<file path="config.mk">
export PLATFORM = sky130hd
export DESIGN_NAME = packet_service_classifier_top
export DESIGN_NICKNAME = d
export VERILOG_FILES = /design/src/rtl/psc_pkg.sv /design/src/rtl/packet_service_classifier_top.sv
export SDC_FILE = /design/constraint.sdc
export NUM_CORES = 1
export LEC_CHECK = 0
export BUFFER_PORTS_ARGS = -buffer_cell sky130_fd_sc_hd__buf_2
export CORE_UTILIZATION = 35
export CTS_BUF_LIST = sky130_fd_sc_hd__clkbuf_8
export CTS_CLUSTER_SIZE = 14
export DETAILED_ROUTE_END_ITERATION = 8
export GPL_TIMING_DRIVEN = 1
export SETUP_SLACK_MARGIN = 0.5
export SLEW_MARGIN = 20
export SYNTH_ARGS = -nofsm -noshare
export SYNTH_HDL_FRONTEND = slang
export SYNTH_SLANG_ARGS = --single-unit
export TNS_END_PERCENT = 30
</file>
<file path="constraint.sdc">
create_clock -name clk -period 4.1 [get_ports clk]
set_input_delay 0.82 -clock clk [delete_from_list [all_inputs] [get_ports clk]]
set_output_delay 0.82 -clock clk [all_outputs]
set_load 0.01 [all_outputs]
</file>
<file path="src/rtl/psc_pkg.sv">
// psc_pkg: service, confidence and score codes plus byte and signature helpers
// for the packet service classifier. No dependencies.
package psc_pkg;

  localparam int HEAD_BYTES = 8;

  localparam logic [3:0] SVC_UNKNOWN = 4'd0;
  localparam logic [3:0] SVC_HTTP    = 4'd1;
  localparam logic [3:0] SVC_DNS     = 4'd2;
  localparam logic [3:0] SVC_TLS     = 4'd3;
  localparam logic [3:0] SVC_SSH     = 4'd4;
  localparam logic [3:0] SVC_FTP     = 4'd5;
  localparam logic [3:0] SVC_SMTP    = 4'd6;
  localparam logic [3:0] SVC_SMB     = 4'd7;
  localparam logic [3:0] SVC_ICMP    = 4'd8;
  localparam logic [3:0] SVC_GEN_TCP = 4'd9;
  localparam logic [3:0] SVC_GEN_UDP = 4'd10;

  localparam logic [1:0] CONF_SUSPECTED  = 2'd0;
  localparam logic [1:0] CONF_IDENTIFIED = 2'd1;
  localparam logic [1:0] CONF_CONFLICTED = 2'd2;

  localparam logic [2:0] KIND_TCP    = 3'd0;
  localparam logic [2:0] KIND_UDP    = 3'd1;
  localparam logic [2:0] KIND_ICMP   = 3'd2;
  localparam logic [2:0] KIND_ICMPV6 = 3'd3;

  localparam logic [6:0] SCORE_NONE     = 7'd0;
  localparam logic [6:0] SCORE_FALLBACK = 7'd10;
  localparam logic [6:0] SCORE_HINT     = 7'd25;
  localparam logic [6:0] SCORE_DNS      = 7'd55;
  localparam logic [6:0] SCORE_FTP      = 7'd60;
  localparam logic [6:0] SCORE_SMTP     = 7'd70;
  localparam logic [6:0] SCORE_STRONG   = 7'd80;
  localparam logic [6:0] SCORE_ICMP     = 7'd100;
  localparam logic [6:0] SCORE_SURE     = 7'd70;

  localparam logic [15:0] DNS_HDR_LEN = 16'd12;
  localparam logic [7:0]  TLS_HANDSHAKE = 8'h16;
  localparam logic [7:0]  TLS_MAJOR     = 8'h03;
  localparam logic [7:0]  TLS_MINOR_MAX = 8'h04;

  typedef struct packed {
    logic [3:0] svc;
    logic [6:0] score;
  } evidence_t;

  function automatic logic [7:0] head_byte(input logic [63:0] head, input logic [2:0] idx);
    logic [7:0] b;
    if (int'(idx) >= HEAD_BYTES) begin
      b = 8'h00;
    end else begin
      b = head[8*idx +: 8];
    end
    return b;
  endfunction

  // sig holds the string with its first character in the highest used byte
  function automatic logic sig_hit(input logic [63:0] head, input logic [15:0] len,
                                   input logic [55:0] sig, input logic [2:0] n);
    logic hit;
    hit = (len >= 16'(n));
    for (int i = 0; i < 7; i++) begin
      if (i < int'(n)) begin
        if (head_byte(head, 3'(i)) != sig[8*(int'(n)-1-i) +: 8]) begin
          hit = 1'b0;
        end
      end
    end
    return hit;
  endfunction

endpackage

</file>
<file path="src/rtl/packet_service_classifier_top.sv">
// packet_service_classifier_top: classifies one packet summary per cycle while
// the result channel is not stalled. Depends on psc_pkg.
//
// Usage:
//   Input channel in_*: transport kind, destination port, payload length and
//   the first eight payload bytes; a request is taken when in_valid and
//   in_ready are both high.
//   Result channel out_*: service code, confidence level and best score, one
//   result per request, in order.
//   Path: a taken request is held in the input register; its result is then
//   captured in the result register, which drives out_valid.
//   Throughput: one request per cycle while out_ready stays high; the match
//   and select logic between the two registers is combinational.
//   Reset: synchronous active-low rst_n empties both stages, out_valid low.
//   Receiver stall: the result register holds; the input stage still takes
//   a request if it is empty, then in_ready drops until out_ready returns.
module packet_service_classifier_top
  import psc_pkg::*;
(
  input  logic        clk,
  input  logic        rst_n,
  input  logic        in_valid,
  output logic        in_ready,
  input  logic [2:0]  in_transport_kind,
  input  logic [15:0] in_dest_port,
  input  logic [15:0] in_payload_length,
  input  logic [63:0] in_head_bytes,
  output logic        out_valid,
  input  logic        out_ready,
  output logic [3:0]  out_service_code,
  output logic [1:0]  out_confidence_level,
  output logic [6:0]  out_best_score
);

  logic        s1_vld_r, s1_vld_nxt;
  logic [2:0]  kind_r;
  logic [15:0] port_r;
  logic [15:0] len_r;
  logic [63:0] head_r;

  logic        out_vld_r, out_vld_nxt;
  logic [3:0]  svc_r, svc_nxt;
  logic [1:0]  conf_r, conf_nxt;
  logic [6:0]  score_r, score_nxt;

  logic        adv_out, adv_in;
  evidence_t   hint, sig;

  assign adv_out  = !out_vld_r || out_ready;
  assign adv_in   = !s1_vld_r || adv_out;
  assign in_ready = adv_in;

  assign s1_vld_nxt  = adv_in ? in_valid : s1_vld_r;
  assign out_vld_nxt = adv_out ? s1_vld_r : out_vld_r;

  always_ff @(posedge clk) begin
    if (!rst_n) begin
      s1_vld_r  <= 1'b0;
      out_vld_r <= 1'b0;
    end else begin
      s1_vld_r  <= s1_vld_nxt;
      out_vld_r <= out_vld_nxt;
    end
  end

  always_ff @(posedge clk) begin
    if (adv_in) begin
      kind_r <= in_transport_kind;
      port_r <= in_dest_port;
      len_r  <= in_payload_length;
      head_r <= in_head_bytes;
    end
    if (adv_out) begin
      svc_r   <= svc_nxt;
      conf_r  <= conf_nxt;
      score_r <= score_nxt;
    end
  end

  // evidence gathering
  always_comb begin
    hint = '{svc: SVC_UNKNOWN, score: SCORE_NONE};
    sig  = '{svc: SVC_UNKNOWN, score: SCORE_NONE};
    if (kind_r == KIND_TCP) begin
      priority if (port_r == 16'd80 || port_r == 16'd8080 || port_r == 16'd8000) begin
        hint = '{svc: SVC_HTTP, score: SCORE_HINT};
      end else if (port_r == 16'd443 || port_r == 16'd8443) begin
        hint = '{svc: SVC_TLS, score: SCORE_HINT};
      end else if (port_r == 16'd22) begin
        hint = '{svc: SVC_SSH, score: SCORE_HINT};
      end else if (port_r == 16'd21) begin
        hint = '{svc: SVC_FTP, score: SCORE_HINT};
      end else if (port_r == 16'd25 || port_r == 16'd587 || port_r == 16'd465) begin
        hint = '{svc: SVC_SMTP, score: SCORE_HINT};
      end else if (port_r == 16'd445 || port_r == 16'd139) begin
        hint = '{svc: SVC_SMB, score: SCORE_HINT};
      end else begin
        hint = '{svc: SVC_UNKNOWN, score: SCORE_NONE};
      end

      priority if (sig_hit(head_r, len_r, 56'("GET "), 3'd4) ||
                   sig_hit(head_r, len_r, 56'("POST "), 3'd5) ||
                   sig_hit(head_r, len_r, 56'("PUT "), 3'd4) ||
                   sig_hit(head_r, len_r, 56'("HEAD "), 3'd5) ||
                   sig_hit(head_r, len_r, 56'("HTTP/1."), 3'd7)) begin
        sig = '{svc: SVC_HTTP, score: SCORE_STRONG};
      end else if (len_r >= 16'd3 && head_byte(head_r, 3'd0) == TLS_HANDSHAKE &&
                   head_byte(head_r, 3'd1) == TLS_MAJOR &&
                   head_byte(head_r, 3'd2) <= TLS_MINOR_MAX) begin
        sig = '{svc: SVC_TLS, score: SCORE_STRONG};
      end else if (sig_hit(head_r, len_r, 56'("SSH-"), 3'd4)) begin
        sig = '{svc: SVC_SSH, score: SCORE_STRONG};
      end else if (sig_hit(head_r, len_r, 56'("220 "), 3'd4) ||
                   sig_hit(head_r, len_r, 56'("EHLO "), 3'd5) ||
                   sig_hit(head_r, len_r, 56'("HELO "), 3'd5)) begin
        sig = '{svc: SVC_SMTP, score: SCORE_SMTP};
      end else if (sig_hit(head_r, len_r, 56'("USER "), 3'd5) ||
                   sig_hit(head_r, len_r, 56'("220-"), 3'd4)) begin
        sig = '{svc: SVC_FTP, score: SCORE_FTP};
      end else begin
        sig = '{svc: SVC_UNKNOWN, score: SCORE_NONE};
      end
    end else if (kind_r == KIND_UDP) begin
      if (port_r == 16'd53) begin
        hint = '{svc: SVC_DNS, score: SCORE_HINT};
      end
      if (len_r >= DNS_HDR_LEN) begin
        sig = '{svc: SVC_DNS, score: SCORE_DNS};
      end
    end
  end

  // winner and confidence
  always_comb begin
    priority if (kind_r == KIND_ICMP || kind_r == KIND_ICMPV6) begin
      svc_nxt   = SVC_ICMP;
      conf_nxt  = CONF_IDENTIFIED;
      score_nxt = SCORE_ICMP;
    end else if (hint.score == SCORE_NONE && sig.score == SCORE_NONE) begin
      svc_nxt   = (kind_r == KIND_TCP) ? SVC_GEN_TCP : SVC_GEN_UDP;
      conf_nxt  = CONF_SUSPECTED;
      score_nxt = SCORE_FALLBACK;
    end else begin
      if (sig.score > hint.score) begin
        svc_nxt   = sig.svc;
        score_nxt = sig.score;
      end else begin
        svc_nxt   = hint.svc;
        score_nxt = hint.score;
      end
      priority if (sig.score >= SCORE_SURE && hint.score != SCORE_NONE &&
                   hint.svc != sig.svc) begin
        conf_nxt = CONF_CONFLICTED;
      end else if (score_nxt >= SCORE_SURE) begin
        conf_nxt = CONF_IDENTIFIED;
      end else begin
        conf_nxt = CONF_SUSPECTED;
      end
    end
  end

  assign out_valid            = out_vld_r;
  assign out_service_code     = svc_r;
  assign out_confidence_level = conf_r;
  assign out_best_score       = score_r;

endmodule

</file>
==> results.toml, run 1 <==
[die]
initial_core_util = 0.3583
die_x_um = 118.2
die_y_um = 118.2
rows = 42
ios = 118
die_area_um2 = 13970
core_area_um2 = 13190

[clocking]
cts_sinks = 106
tritoncts = "done"
htreeDepth = 3
cts_made_buffers = 9
cts_max_path_buffers = 2
cts-root-buf = "clkbuf_8"
clk_latency_ps = 390
clk_pin_slew_worst_paths_ps = 110

[layout]
antenna_cells = 0
area_delta_synth_final_pct = 27.48
final_core_util = 0.4567
fin_nets = 590
drive_gt1_frac = 0.3824
design_area_um2 = 6025
layout_commonest_cell = "buf_2"
final_cell_mix = "buf_2, edfxtp_1, buf_4"

[min_path]
hold_path_class = "flop to flop"

[logic_synthesis]
synth_nets = 449
synth_top_flop_cell = "edfxtp_1"
syn_avg_cell_area_um2 = 13.78
synthTopCellsByArea = "edfxtp_1, nor4_1, nand3_1"
synth_area_um2 = 4726
synthCells = 343
ys_seq_elements = 106
synth_warnings = 0
async_flop_share = 0
yosysUniqueCellTypes = 60
synth_area_leader_cell = "edfxtp_1"
synth_top_area_share = 0.6608
synth_edf_count = 104
seq_area_frac_synth = 0.6693

[timing]
worst_pin_slew_ps = 801.1
setup_tns_ps = 0
finalCriticalPeriod_ps = 3622
setup_violations = 0
post-route-period-util = 0.8835
clock.fmax_mhz = 276.1
whs_ps = 572.1
skew_ps = 17.28
slew-limit-headroom = 0.4659
hold_violations = 0
rsz0062_at_grt = "true"
drv_slew = 0

[setup_path]
crit_chain = "or4b_1, or3_4, or4b_4, a21o_1, a21oi_2, nor2_4, ha_4, a21o_1, a21oi_2, a31oi_2, nor2_1, nand2b_1, or2_1, a31oi_1"
cp_max_fo = 4
cp-end-kind = "flop"
critical_path_class = "flop to flop"
cpPeakStageDelay_ps = 520
startpoint_type = "flop"
cp.required_ps = 4320
cp_slowest_cell = "or4b_1"
crit_arrival_ps = 3850

[place]
gp_congestion = 0.8736
portBuffers = 109
place_area_um2 = 5548
dp_hpwl_um = 7641

[global_route]
grt_pass1_vias = 3456
grt_first_pass_wirelength_um = 16660
antenna_found_initial = 0
grt_max_degree = 92
grtUsageTotal = 0.1558
overflow = 0

[power_and_ir_drop]
vdd_drop_max_v = 0.0003158
p_leak_uw = 0.002263
power.density_nw_per_um2 = 342.3

[drt]
drt_iter0_drc = 198
first_pass_iters = 4
drtAntennaViolNets = 0
drt_wl_total_um = 10400
drcViolationCount = 0
routed_via_density = 5.239
routedWlPerCell_um = 15.64
via_count = 3484

[job]
max-cap-violations = 0

[outcome]
status = "complete, no violations"
==> what timing repair did <==
| action | in CTS | in global routing |
|---|---|---|
| endpoints found under the setup margin | 6 | 6 |
| hold buffers | 0 | 0 |
| gates resized for setup | 11 | 21 |
| pin swaps | 9 | 13 |
| buffers inserted | 13 | 3 |
==> final cells by class <==
type,count,area (um^2)
Sequential cell,106,3163
Inverter,12,45.04
Multi-Input combinational cell,222,1674
Fill cell,1230,7166
Timing Repair Buffer,133,729.5
Tap cell,176,220.2
Clock buffer,10,137.6
Clock inverter,6,55.05
==> routing by layer <==
layer  vias up  global-route usage  part of all wire
met2        99              0.2658              0.51
met3        11             0.04344             0.045
met1      1671              0.1882              0.43
li1       1703                   -                 -
met5         -                   0                 0
met4         0             0.05449             0.014
==> worst max-delay path: cells and delay by family, from the launching register on <==
family	cells	cell delay, ps
AND/OR/NAND/NOR	7	1890
flip-flops	1	420
adder cells (fa/ha/maj)	1	220
AO/OA/AOI/OAI	6	950
==> worst paths after layout <==
kind	from	end	slack (ps)	cells past startpoint
max reg2reg	port_r[7]	out_best_score[3]	480	14
min reg2reg	s1_vld_r	out_valid	570	1
max	port_r[7]	out_best_score[3]	480	14
min	s1_vld_r	out_valid	570	1
==> metrics by stage <==
step / power (uW) / setup slack (ps) / instances
detailed placement: 1453 / 305.3 / 633
global placement: 1447 / 342.3 / 633
CTS: 2078 / 445.7 / 662
floorplan: 1370 / 594.8 / 343
finish: 2062 / 477.7 / 665
global route: 2154 / 277.7 / 665
==> registers in the layout (all words and copies together), names as in the netlist <==
name and cells:
out_valid 1, s1_vld_r 1, port_r 16, head_r 56, out_service_code 4, len_r 16, out_confidence_level 2, out_best_score 7
kind_r 3
==> cells in the mapped netlist (3+ instances only) <==
master	instances
nor2_1	19
nor4b_1	10
nand4b_1	7
nand3_1	18
o21ai_0	9
a21oi_1	15
nor3_1	4
nand3b_1	3
nor4_1	18
nand4_1	11
or4b_1	5
inv_1	12
a31oi_1	4
and4_1	4
nand2b_1	4
nand2_1	14
o21a_1	4
a211oi_1	4
ha_1	3
nor4bb_1	7
nor2b_1	4
or3_1	6
edfxtp_1	104
or4_1	5
==> power breakdown <==
part / switching (uW) / internal [uW]
clock: 369 / 249
sequential: 46.4 / 1260
combinational: 63.3 / 78.7
==> logic make-up (layout without fill, tap and decap cells) <==
family,count (synthesis),count (layout),share of synthesized area
AO/OA/AOI/OAI,58,58,0.08631
flip-flops,106,106,0.6693
multiplexers,1,1,0.002118
buffers and inverters,15,161,0.01191
XOR/XNOR,3,3,0.005561
adder cells (fa/ha/maj),3,3,0.007944
AND/OR/NAND/NOR,157,157,0.2168
(Power assumes the default switching activity.)
==> inputs of run 2 (changes only) <==
- ABC_AREA: default -> 1
==> run 2 against run 1 <==
Compared with the run above:
- utilization fell by 2.9 points
- synthesized cell count increased by 83%
- highest routed layer is now met5
- clock-buffer cell count down 1
- largest power group unchanged
- fmax increased by 12%
- combinational power grew 23%
- area after synthesis rose by 17%
- sequential share of layout area fell by 4.3 points
- sequential power about the same
- critical endpoint is now out_service_code[0]
- sequential cell count is the same
- non-clock buffer count is 22 lower
==> results.toml, run 2 <==
[min_path]
hold_path_class = "flop to flop"

[logic_synthesis]
synth_nets = 734
ys_seq_elements = 106
async_flop_share = 0
synth_area_um2 = 5533
synth_edf_count = 104
yosys-top-cells-count = "nand2_1, nor2_1, edfxtp_1"
synthCells = 628
synth_top_area_share = 0.5645
synthTopCellsByArea = "edfxtp_1, nand2_1, nor2_1"
seq_area_frac_synth = 0.5717
synth_area_leader_cell = "edfxtp_1"
synth_top_flop_cell = "edfxtp_1"
yosysUniqueCellTypes = 36
synth_warnings = 0
syn_avg_cell_area_um2 = 8.810
synth.most_common_cell = "nand2_1"

[global_route]
grt_max_degree = 63
gr-max-usage-layer = "met2"
grt_first_pass_wirelength_um = 18940
use_met2 = 0.2465
grt_util_met1 = 0.1844
grt_pass1_vias = 4106
grt_util_met3 = 0.05718
overflow = 0
antenna_found_initial = 2
grtUsageTotal = 0.1514

[setup_path]
startpoint_type = "flop"
cp_max_fo = 5
crit_arrival_ps = 3370
cp-end-kind = "flop"
cp.required_ps = 4250
critical_path_class = "flop to flop"

[power_and_ir_drop]
power.density_nw_per_um2 = 323.7
total_power_uw = 2122
p_leak_uw = 0.002910
vdd_drop_max_v = 0.0002319

[timing]
finalCriticalPeriod_ps = 3221
skew_ps = 6.511
slew-limit-headroom = 0.5041
clock.fmax_mhz = 310.4
rsz0062_at_grt = "false"
whs_ps = 492.2
setup_tns_ps = 0
drv_slew = 0
post-route-period-util = 0.7857
worst_pin_slew_ps = 743.8
setup_violations = 0
hold_violations = 0

[layout]
top_regs = "head_r (56), len_r (16), port_r (16)"
top_register = "head_r"
drive_gt1_frac = 0.2029
layout_commonest_cell = "nand2_1"
area_delta_synth_final_pct = 18.52
final_cell_mix = "nand2_1, nor2_1, buf_2"
fin_nets = 855
largest_reg_flops = 56

[drt]
routedWlPerCell_um = 11.92
first_pass_iters = 5
drt_iter0_drc = 251
drtAntennaViolNets = 0
via_count = 4386
routed_via_density = 4.540
drcViolationCount = 0
drt_wl_total_um = 11520

[clocking]
cts_sinks = 106
clk_latency_ps = 380
cts-root-buf = "clkbuf_8"
tritoncts = "done"
htreeDepth = 3
cts_max_path_buffers = 2
cts_made_buffers = 9
clk_pin_slew_worst_paths_ps = 100

[job]
max-cap-violations = 0

[place]
dp_hpwl_um = 9137
gp_congestion = 0.8513
portBuffers = 109

[die]
core_area_um2 = 15310
initial_core_util = 0.3613
die_y_um = 127.7
ios = 118
die_x_um = 127.7
rows = 45
die_area_um2 = 16320

[outcome]
status = "complete, no violations"
## run 2: cell types whose count changed after synthesis, sizes merged, moves of 12 or more
| cell | change |
|---|---|
| nor3 | +12 |
| nand3 | +50 |
| nand2 | +131 |
| nor2 | +113 |
| nor4 | -17 |
| inv | +84 |
## run 2: cell families after synthesis
logic type,Yosys count,synth area share
AO/OA/AOI/OAI,21,0.02714
AND/OR/NAND/NOR,400,0.3261
buffers and inverters,98,0.06829
flip-flops,106,0.5717
adder cells (fa/ha/maj),3,0.006785
## run 2: critical path, cell delays in order (launching register included)
cell and delay [ps]:
edfxtp_1 370, nor2_1 110, nand2_1 140, nor2_1 190
nand3_1 140, nand3_1 140, nand2_1 60, nand2_1 100
and2_1 130, nand3_1 60, o21ai_0 140, inv_1 50
nor2_1 140, inv_1 60, ha_1 320, a21o_1 180
o21ai_1 270, o211ai_4 150, nor2_1 130, o21bai_1 80
## run 2: power breakdown
group	internal [uW]	total, uW	switching (uW)
clock network	288	653	365
logic	73.7	175	101
registers	1260	1300	37.6
## run 2: repair_timing
action / 4_1_cts / 5_1_grt
resized for setup: 0 / 1
setup buffers: 0 / 0
hold buffers: 0 / 0
setup endpoints to repair: 0 / 4
## run 2: per-stage QoR
step / utilization / setup slack [ps] / instance area [um^2] / std cells
2_1_floorplan: - / 1150 / 5538 / 628
3_3_place_gp: 0.4150 / 805.1 / 6356 / 949
3_5_place_dp: 0.4150 / 768.4 / 6356 / 949
4_1_cts: 0.4280 / 737.1 / 6555 / 965
5_1_grt: 0.4280 / 540.4 / 6555 / 965
6_report: 0.4282 / 878.8 / 6558 / 966
## run 2: layout make-up
type / count / area, um^2
Clock inverter: 7 / 75.07
Multi-Input combinational cell: 424 / 2004
Clock buffer: 9 / 123.9
Timing Repair Buffer: 111 / 560.5
Tap cell: 211 / 264.0
Antenna cell: 1 / 2.502
Inverter: 97 / 364.1
Fill cell: 1567 / 8757
Sequential cell: 106 / 3163
## run 2: worst paths after layout
check	from	end	slack (ps)	depth (start not counted)
setup / recovery	len_r[4]	out_service_code[0]	880	19
hold / removal	s1_vld_r	out_valid	490	2
setup reg to reg	len_r[4]	out_service_code[0]	880	19
hold reg to reg	s1_vld_r	out_valid	490	2
## run 2: metal layers
metal,share of wire,up-vias
li1,-,2315
met1,0.46,1933
met2,0.45,118
met3,0.072,18
met4,0.017,2
met5,0.0011,-
==> inputs of run 3 (changes only) <==
- clock period: 4.1 -> 2.85 ns (I/O delays scaled with it)
==> run 3 against run 2 <==
Compared with the run above:
- the run now ends with negative setup slack left
- via count increased by 5.6%
- non-clock buffer count increased by 77
- cell area increased by 13%
- routed wire length increased by 7.8%
- register-to-register slack got worse by 960 ps
- sequential cell count unchanged
- setup slack got worse by 960 ps
- clock-buffer cell count unchanged
- fmax increased by 9.9%
- first-iteration DRC count decreased by 3.2%
- critical endpoint is now out_confidence_level[0]
==> results.toml, run 3 (same netlist as run 2, synthesis figures left out) <==
[outcome]
status = "complete, but fails checks"
violations = "negative setup slack"

[job]
max-cap-violations = 0

[die]
rows = 45
die_x_um = 127.7
die_area_um2 = 16320
ios = 118
initial_core_util = 0.3613
die_y_um = 127.7
core_area_um2 = 15310

[setup_path]
cp.required_ps = 3000
rrSetupSlack_ps = -80
critical_path_class = "flop to flop"
cp_max_fo = 5
startpoint_type = "flop"
crit_arrival_ps = 3080
cp-end-kind = "flop"

[drt]
via_count = 4633
drcViolationCount = 0
routed_via_density = 4.446
routedWlPerCell_um = 11.91
drt_wl_total_um = 12410
first_pass_iters = 4
drt_iter0_drc = 243
drtAntennaViolNets = 0

[layout]
drive_gt1_frac = 0.3297
design_area_um2 = 7382
largest_reg_flops = 56
final_cell_mix = "nand2_1, buf_2, nor2_1"
top_register = "head_r"
fin_nets = 932
area_delta_synth_final_pct = 33.42
top_regs = "head_r (56), len_r (16), port_r (16)"
antenna_cells = 0
final_core_util = 0.4820
layout_commonest_cell = "nand2_1"

[place]
gp_congestion = 0.8872
portBuffers = 109
dp_hpwl_um = 9489
place_area_um2 = 6827

[timing]
worst_slack_ps = -81.29
finalCriticalPeriod_ps = 2931
drv_slew = 0
worst_pin_slew_ps = 541.8
skew_ps = 19.63
setup_violations = 7
rsz0062_at_grt = "true"
post-route-period-util = 1.029
clock.fmax_mhz = 341.1
hold_violations = 0
slew-limit-headroom = 0.6379
setup_tns_ps = -309.4

[global_route]
overflow = 0
grtUsageTotal = 0.1582
grt_max_degree = 62
grt_first_pass_wirelength_um = 19780
antenna_found_initial = 2
grt_pass1_vias = 4284

[clocking]
clk_pin_slew_worst_paths_ps = 120
cts_hold_buf = 0
cts_max_path_buffers = 2
tritoncts = "done"
htreeDepth = 3
cts_sinks = 106
cts_made_buffers = 9
clk_latency_ps = 400
cts-root-buf = "clkbuf_8"

[power_and_ir_drop]
power.density_nw_per_um2 = 442.0
vdd_drop_max_v = 0.0005264
p_leak_uw = 0.003319

[min_path]
hold_path_class = "primary input to flop"
## run 3: cell types whose count changed in the layout (fill, tap and decap cells not counted), moves of 3 or more
cell / previous run / this run
nor2_2: 7 / 20
nor2_1: 123 / 106
buf_6: 0 / 3
nand3_2: 1 / 7
nand3_1: 65 / 58
inv_2: 1 / 6
nand2_1: 139 / 131
nand2_2: 5 / 13
inv_1: 95 / 90
buf_4: 2 / 74
nor2_4: 3 / 7
## run 3: final timing paths
| path | from | to | cells after the start |
|---|---|---|---|
| min | in_head_bytes[9] | head_r[9] | 1 |
| min reg2reg | s1_vld_r | out_valid | 2 |
| max | head_r[15] | out_confidence_level[0] | 24 |
| max reg2reg | head_r[15] | out_confidence_level[0] | 24 |
## run 3: worst max-delay path, cell delays in order (launching register included)
cell and delay [ps]:
edfxtp_1 420, inv_2 80, nand2_2 70, nor2_4 120, buf_6 120, nand3_2 70, nor2_2 130, nand3_2 100
nand2_2 90, nand2_2 70, buf_6 120, buf_4 120, buf_4 120, buf_4 120, buf_4 130, buf_4 120
buf_4 120, nand4_1 110, nand2_1 70, nand2_1 70, nand2_1 60, nand3_2 70, nand2_2 60, nand2_1 50
nand2_1 50
## run 3: what timing repair did
action / in CTS / in global routing
gates resized for setup: 12 / 35
pin swaps: 20 / 23
setup endpoints to repair: 7 / 10
setup buffers: 14 / 8
endpoints found under the hold margin: 0 / 0
## run 3: layout make-up
type	instances	area [um^2]
well taps	211	264.0
repair buffers	188	1175
fillers	1526	7933
flip-flops and latches	106	3163
multi-input cells	424	2182
inverters	97	364.1
clock buffers	9	123.9
clock inverters	7	110.1
## run 3: per-stage QoR
stage / setup WS (ps) / power (uW) / hold WS, ps / cells
2_1_floorplan: 161.9 / 2035 / 461.7 / 628
3_3_place_gp: -115.0 / 2189 / 469.5 / 1004
3_5_place_dp: -132.8 / 2194 / 473.4 / 1004
4_1_cts: -53.27 / 3287 / 306.8 / 1034
5_1_grt: -278.3 / 3409 / 309.3 / 1042
6_report: -81.29 / 3263 / 330.9 / 1042
## run 3: where the power goes
part	switching [uW]	total (uW)	leakage, uW	internal [uW]
clock network	566	1080	0.000115	514
logic	171	325	0.00208	154
registers	49.6	1860	0.00112	1810
## run 3: per-layer routing
metal | routed length [um] | global-route usage | part of all wire | up-vias
li1 | - | - | - | 2466
met1 | 5708 | 0.2029 | 0.46 | 2045
met2 | 5747 | 0.2503 | 0.46 | 96
met3 | 652 | 0.04215 | 0.053 | 24
met4 | 286 | 0.07197 | 0.023 | 2
met5 | 13 | 0 | 0.0010 | -
